--- src/design/complex_arith_unit_core_assert.svh ---
// Assertion macros shared by the complex arithmetic unit.
`ifndef COMPLEX_ARITH_UNIT_CORE_ASSERT_SVH
`define COMPLEX_ARITH_UNIT_CORE_ASSERT_SVH
`ifndef SYNTHESIS
`define CAU_ASSERT_SAME(lbl, clk, rst, ant, con, msg) \
   lbl: assert property (@(posedge clk) disable iff (rst) (ant) |-> (con)) else $error(msg);
`define CAU_ASSERT_NEXT(lbl, clk, rst, ant, con, msg) \
   lbl: assert property (@(posedge clk) disable iff (rst) (ant) |=> (con)) else $error(msg);
`else
`define CAU_ASSERT_SAME(lbl, clk, rst, ant, con, msg)
`define CAU_ASSERT_NEXT(lbl, clk, rst, ant, con, msg)
`endif
`endif

--- src/design/cau_pkg.sv ---
`timescale 1ns / 1ps
`default_nettype none
package cau_pkg;
   localparam int DW = 16;
   localparam int PW = 2 * DW;
   localparam int SW = PW + 1;
   localparam int QW = DW + 1;
   localparam int FRAC_BITS_DEF = 8;

   localparam logic [1:0] OP_ADD = 2'd0;
   localparam logic [1:0] OP_SUB = 2'd1;
   localparam logic [1:0] OP_MUL = 2'd2;
   localparam logic [1:0] OP_DIV = 2'd3;

   typedef struct packed {
      logic [1:0]           action;
      logic signed [DW-1:0] a_re;
      logic signed [DW-1:0] a_im;
      logic signed [DW-1:0] b_re;
      logic signed [DW-1:0] b_im;
   } req_type;

   typedef struct packed {
      logic signed [DW-1:0] res_re;
      logic signed [DW-1:0] res_im;
      logic                 overflow;
      logic                 div_zero;
   } rsp_type;

   // One part of a division in flight: remainder, dividend bits still to
   // enter, quotient so far and a flag for quotient bits lost off the top.
   typedef struct packed {
      logic [SW-1:0] n;
      logic [PW-1:0] rem;
      logic [QW-1:0] q;
      logic          big;
   } div_part_type;

   typedef struct packed {
      logic          div;
      logic          dz;
      logic          neg_re;
      logic          neg_im;
      logic [SW-1:0] mag_re;
      logic [SW-1:0] mag_im;
      logic [PW-1:0] den;
      div_part_type  dre;
      div_part_type  dim;
   } cell_type;

   typedef struct packed {
      logic [DW-1:0] val;
      logic          ov;
   } sat_type;

   function automatic div_part_type div_step(input div_part_type p, input logic [PW-1:0] den);
      div_part_type  r;
      logic [PW-1:0] t;
      logic          ge;
      t = {p.rem[PW-2:0], p.n[SW-1]};
      ge = (t >= den);
      r.rem = ge ? (t - den) : t;
      r.n = {p.n[SW-2:0], 1'b0};
      r.q = {p.q[QW-2:0], ge};
      r.big = p.big | p.q[QW-1];
      return r;
   endfunction

   function automatic sat_type sat_pack(input logic neg, input logic [SW-1:0] mag,
                                        input logic big);
      localparam logic [SW-1:0] LIM_POS = (SW'(1) << (DW - 1)) - SW'(1);
      localparam logic [SW-1:0] LIM_NEG = SW'(1) << (DW - 1);
      sat_type r;
      logic    sat;
      sat = big | (neg ? (mag > LIM_NEG) : (mag > LIM_POS));
      r.ov = sat;
      if (sat) begin
         r.val = neg ? {1'b1, {(DW-1){1'b0}}} : {1'b0, {(DW-1){1'b1}}};
      end else begin
         r.val = neg ? (DW'(0) - mag[DW-1:0]) : mag[DW-1:0];
      end
      return r;
   endfunction
endpackage
`default_nettype wire

--- src/design/cau_div_cell.sv ---
`timescale 1ns / 1ps
`default_nettype none
module cau_div_cell import cau_pkg::*; (
   input  wire logic     clock,
   input  wire logic     reset,
   input  wire logic     in_valid,
   output logic          in_ready,
   input  wire cell_type in_data,
   output logic          out_valid,
   input  wire logic     out_ready,
   output cell_type      out_data
);
   logic     v_ff;
   cell_type d_ff, d_in;

   assign in_ready = !v_ff || out_ready;

   // Each cell brings one more dividend bit into both remainders.
   always_comb begin
      d_in = in_data;
      d_in.dre = div_step(in_data.dre, in_data.den);
      d_in.dim = div_step(in_data.dim, in_data.den);
   end

   always_ff @(posedge clock) begin
      if (reset) begin
         v_ff <= 1'b0;
      end else if (in_ready) begin
         v_ff <= in_valid;
      end
   end

   always_ff @(posedge clock) begin
      if (in_ready && in_valid) d_ff <= d_in;
   end

   assign out_valid = v_ff;
   assign out_data = d_ff;
endmodule
`default_nettype wire

--- config.mk ---
export PLATFORM = sky130hd
export DESIGN_NAME = cau_div_cell
export DESIGN_NICKNAME = d
export VERILOG_FILES = /design/src/design/complex_arith_unit_core_assert.svh /design/src/design/cau_pkg.sv /design/src/design/cau_div_cell.sv
export SDC_FILE = /design/constraint.sdc
export NUM_CORES = 1
export LEC_CHECK = 0
export CORE_MARGIN = 5
export CORE_UTILIZATION = 30
export CTS_CLUSTER_SIZE = 16
export DETAILED_ROUTE_END_ITERATION = 10
export DONT_BUFFER_PORTS = 1
export PLACE_DENSITY = 0.48
export SYNTH_ARGS = -nofsm -noshare
export SYNTH_HDL_FRONTEND = slang
export SYNTH_SLANG_ARGS = --single-unit
export TNS_END_PERCENT = 20
--- constraint.sdc ---
create_clock -name clock -period 24.3 [get_ports clock]
set_input_delay 3.645 -clock clock [delete_from_list [all_inputs] [get_ports clock]]
set_output_delay 3.645 -clock clock [all_outputs]
set_load 0.05 [all_outputs]
# ---- Yosys cells after proc, flatten, opt, wreduce, memory -nomap -nowiden
# Index checks and enable logic that the tools add are counted.
dict set report word_totals {
  reg_bits 267
  input_bits 272
  out_inout_bits 270
}
dict set report op_classes {
  addsub 2
  magnitude_cmp 2
  n_mux 2
  n_bitwise 2
  n_reduce_logical 3
}
# cell count
set ops {}
lappend ops {{$ge A32 B32 Y1} 2}
lappend ops {{$mux W32} 2}
lappend ops {{$sub A32 B32 Y32} 2}
lappend ops {{$or A1 B1 Y1} 2}
lappend ops {{$logic_and A1 B1 Y1} 1}
lappend ops {{$logic_not A1 Y1} 1}
lappend ops {{$logic_or A1 B1 Y1} 1}

# ---- Logic depth before layout (Yosys ltp)
dict set report logic_depth {
  depth_word 3
  depth_mapped 13
  ltp_nobuf 11
}

# ---- Worst setup path before layout
# Ideal clock, no wire load.
dict set report synth_path {
  path_type {input to register}
  startpoint {input port out_ready}
  endpoint {register d_ff, in the netlist out_data[0] (enable)}
  setup_time_ns 0.660
  t_arrival_ns 10.205
  path_slack_ns 13.435
  path_stages 2
  cell_sequence {nand2b_1 and2_1}
}
dict set report synth_via {
  elab_chain_cells 2
}
# element line_no
set synth_rtl {}
lappend synth_rtl {{from (decl)} cau_div_cell.sv:10} ;# input wire logic out_ready,
lappend synth_rtl {{$logic_or A1 B1 Y1} cau_div_cell.sv:16} ;# assign in_ready = !v_ff || out_ready;
lappend synth_rtl {{$logic_and A1 B1 Y1} cau_div_cell.sv:34} ;# if (in_ready && in_valid) d_ff <= d_in;
lappend synth_rtl {{to (signal assigned)} cau_div_cell.sv:34}
lappend synth_rtl {{to (decl)} cau_div_cell.sv:14} ;# cell_type d_ff, d_in;
# No other way between the ends.
# A chain may end at the register's enable or synchronous reset.

# ---- Final worst setup path
dict set report layout_path {
  startpoint {input port out_ready}
  endpoint {output port in_ready}
}
dict set report layout_via {
  elab_chain_cells 1
}
# element line_no
set layout_rtl {}
lappend layout_rtl {{$logic_or A1 B1 Y1} cau_div_cell.sv:16}
lappend layout_rtl {{to (decl)} cau_div_cell.sv:7} ;# output logic in_ready,
# No other way between the ends.

==> metrics.md <==
| Metric | Value |
|---|---|
| Root buffer cell | `clkbuf_16` |
| Status | `complete, no violations` |
| Top cell type's share of synthesized area | `a little under two thirds` |
| Vias in the first global route | `between 7000 and 8000` |
| Main combinational cell family by area after synthesis | `compound AO/OA/AOI/OAI gates` |
| Drt first pass iters | `5` |
| Post-cts sizing count | `0` |
| Syn Area/Cell | `about 13 sq um` |
| Post-CTS Setup Bufs | `0` |
| Mux contribution to synthesized area | `approximately 1.7%` |
| Max Clk Rate | `between 100 and 150 MHz` |
| Worst rel slew slack | `between 30 and 40%` |
| Final Cycle Share | `about 32%` |
| Vias | `about 8000` |
| Delay-heaviest family, CP | `simple AND/OR/NAND/NOR gates` |
| Design area | `~14000 sq um` |
| Sequential Power Share | `a little over half` |
| Beginning of the worst hold path | `out_valid` |
| Compound-gate portion of the synthesized area | `12.7%` |
| Critical Path Sink Type | `output port` |
| Synth warn | `0` |
| CTS buffer count | `30` |
| Final hold viol count | `0` |
| Cell internal pwr | `0.000847 W` |
| Worst Hold Path EP | `out_valid` |
| Setup tns final | `0 ns` |
| Max Slew Vio Count | `0` |
| Post-route ant nets | `0` |
| Final WL | `~43000 um` |
| Inst Count DP | `~1500` |
| Placement row count | `74` |
| Grt ovf | `0` |
| GR Util All Layers | `roughly 18%` |
| Core area | `between 40000 and 50000 sq um` |
| DR WL/cell | `approximately 28 um` |
| Crit Path Max Fanout | `3` |
| Area Growth Syn to Fin | `11.9%` |
| Worst Setup Path Type | `in -> out` |
| RR Endpoint | `out_data[240]` |
| MaxCap Viol Count | `0` |
| Adder-cell share of the synthesized area | `6.73%` |
| Flop2flop setup slack | `20.24 ns` |
| Post-Synth Simple-Gate Area | `under 10%` |
| #FFs+latches synth | `roughly 270` |
| Final setup viols | `0` |
| Clock transition at path regs | `roughly 0.06 ns` |
| Max VDD drop | `0.0474 mV` |
| Asr flop ratio synth | `0%` |
| Dpl ws | `16.49 ns` |
| Worst Hold Path Cells | `2` |
| Critical Path RT | `20.65 ns` |
| Die H | `214 um` |
| Die area | `between 40000 and 50000 sq um` |
| Initial antenna violation count | `8` |
| Layout cells sized above 1 | `between 7 and 8%` |
| Dpl cell area | `around 13000 sq um` |
| Initial DRC count | `approximately 540` |
| PnR worst setup slack | `around 16 ns` |
| I/O pin total | `542` |
| IO Port Bufs | `0` |
| Count leader, synth | `edfxtp_1` |
| Slowest CP cell | `nand2b_1` |
| TritonCTS clock tree | `done` |
| Fin crit period | `7.81 ns` |
| Worst Reg-to-Reg Cells | `4` |
| Clock Tree Buf Depth | `3` |
| Largest stage delay, worst path | `0.51 ns` |
| DP HPWL | `between 30000 and 40000 um` |
| Sequential fraction of the synthesis area | `about 64%` |
| Routability congestion estimate | `just under 0.9` |
| Cells after Synth | `approximately 950` |
| Non-filler cells, final | `around 1500` |
| Worst clock skew | `~0.017 ns` |
| XOR/XNOR share of the synthesized area | `under 10%` |
| RSZ-0062 raised after global routing | `false` |
| Cell taking the most area after synthesis | `edfxtp_1` |
| Comb pwr share | `between 10% and 20%` |
| Post-synth EDFFs | `~270` |
| Synth top area cells | `edfxtp_1 64%, ha_1 6.4%, a21oi_1 4.2%` |
| Detailed-route DRC error count | `0` |
| First-pass GRT wire length | `around 59000 um` |
| Final-stage net count | `between 1000 and 1500` |
| Crit path cell chain | `nand2b_1` |
| Clk pwr share | `33.8%` |
| Synth unique cells | `66` |
| Sw Share | `about 33%` |
| # fillers | `just under 4000` |
| CP Launch Type | `primary input` |
| Worst-Skew Late Latency | `0.58 ns` |
| Largest net degree at the start of global routing | `80` |
| CP Data Arrival Time | `between 4 and 5 ns` |
| Reg-to-reg startpoint | `out_valid` |
| Cts hold-fix bufs | `0` |
| Worst-Margin Slew | `between 0.9 and 1 ns` |
| Pwr/cell area | `~90 nW/um^2` |
| CTS HTree Levels | `1` |
| Most frequent cells after synthesis | `266 x edfxtp_1, 105 x a21oi_1, 93 x nor2_1, 64 x ha_1, 51 x inv_1` |
| Worst hold path class | `reg -> reg` |
| Predominant post-synthesis flop cell | `edfxtp_1` |
| Clock Sink Count | `267` |
| Synthesized area | `12500 sq um` |
| Initial Util | `roughly 30%` |
| P_sw | `0.000410 W` |
| Chip Width | `~210 um` |
| Vias per cell | `5.16` |
| Reported leakage power | `around 5.0 nW` |
| WP buf/inv | `0` |
worst register-to-register path: stages (launching register included):
cell and delay [ns]:
dfxtp_1 0.48, nand2b_1 0.58, and2_4 0.76, buf_4 0.88, buf_4 0.95
state kept, by name, indices dropped and copies added, names as in the netlist:
name / flops
out_data: 266
out_valid: 1
per-stage QoR:
| step | hold WS (ns) | total power [W] | utilization (%) |
|---|---|---|---|
| floorplan | 1.11 | 0.000803 | - |
| global placement | 1.23 | 0.000843 | 31.8 |
| detailed placement | 1.23 | 0.000842 | 31.8 |
| CTS | 1.24 | 0.00128 | 34.1 |
| global route | 1.29 | 0.00131 | 34.1 |
| finish | 1.23 | 0.00126 | 34.1 |
layout make-up:
cell class                 instances  area, sq um  area share, %
sequential                       267         8010           57.3
clock buffer                      38          781           5.58
tap                              532          666           4.76
inverter                          51          191           1.37
clock inverter                    16          140           1.00
multi-input combinational        607         4160           29.7
antenna                            2         5.00         0.0358
timing repair buffer               5         37.5          0.268
cells by family after synthesis:
kind of cell             count (synthesis)
adder cells (fa/ha/maj)                 66
XOR/XNOR                                54
AO/OA/AOI/OAI                          246
multiplexers                            16
AND/OR/NAND/NOR                        223
flip-flops                             267
other                                    1
buffers and inverters                   81
how the worst max path moves through the flow:
| stage | startpoint | endpoint | slack (ns) | cells after the start |
|---|---|---|---|---|
| floorplan | out_ready | out_data[0] | 13.44 | 2 |
| global placement | out_ready | in_ready | 16.49 | 1 |
| detailed placement | out_ready | in_ready | 16.49 | 1 |
| CTS | out_ready | in_ready | 16.49 | 1 |
| global route | out_ready | in_ready | 16.48 | 1 |
| finish | out_ready | in_ready | 16.49 | 1 |
layout by cell type, fill, tap and decap left out, types with 18 or more instances in the layout:
| cell | n |
|---|---|
| xor2_1 | 25 |
| o21ai_0 | 29 |
| xnor2_1 | 29 |
| ha_1 | 64 |
| inv_1 | 51 |
| edfxtp_1 | 266 |
| nor2_1 | 93 |
| nand2_1 | 43 |
| a21oi_1 | 105 |
| clkbuf_16 | 30 |
| a21o_1 | 18 |
power by group through the flow:
stage          clock network (W)  registers [W]  logic [W]
3_5_place_dp                   0       0.000697   0.000145
3_3_place_gp                   0       0.000698   0.000145
6_report                0.000425       0.000686   0.000147
4_1_cts                 0.000441       0.000689   0.000147
2_1_floorplan                  0       0.000687   0.000116
5_1_grt                 0.000462       0.000688   0.000163
per-layer routing:
| metal | wire length (um) | GRT usage [%] |
|---|---|---|
| met1 | 16300 | 19.7 |
| met2 | 22200 | 32.2 |
| met3 | 3590 | 6.49 |
| met4 | 1020 | 3.59 |
| met5 | 56 | 0 |
No activity file was read; power rests on OpenSTA's default activity.
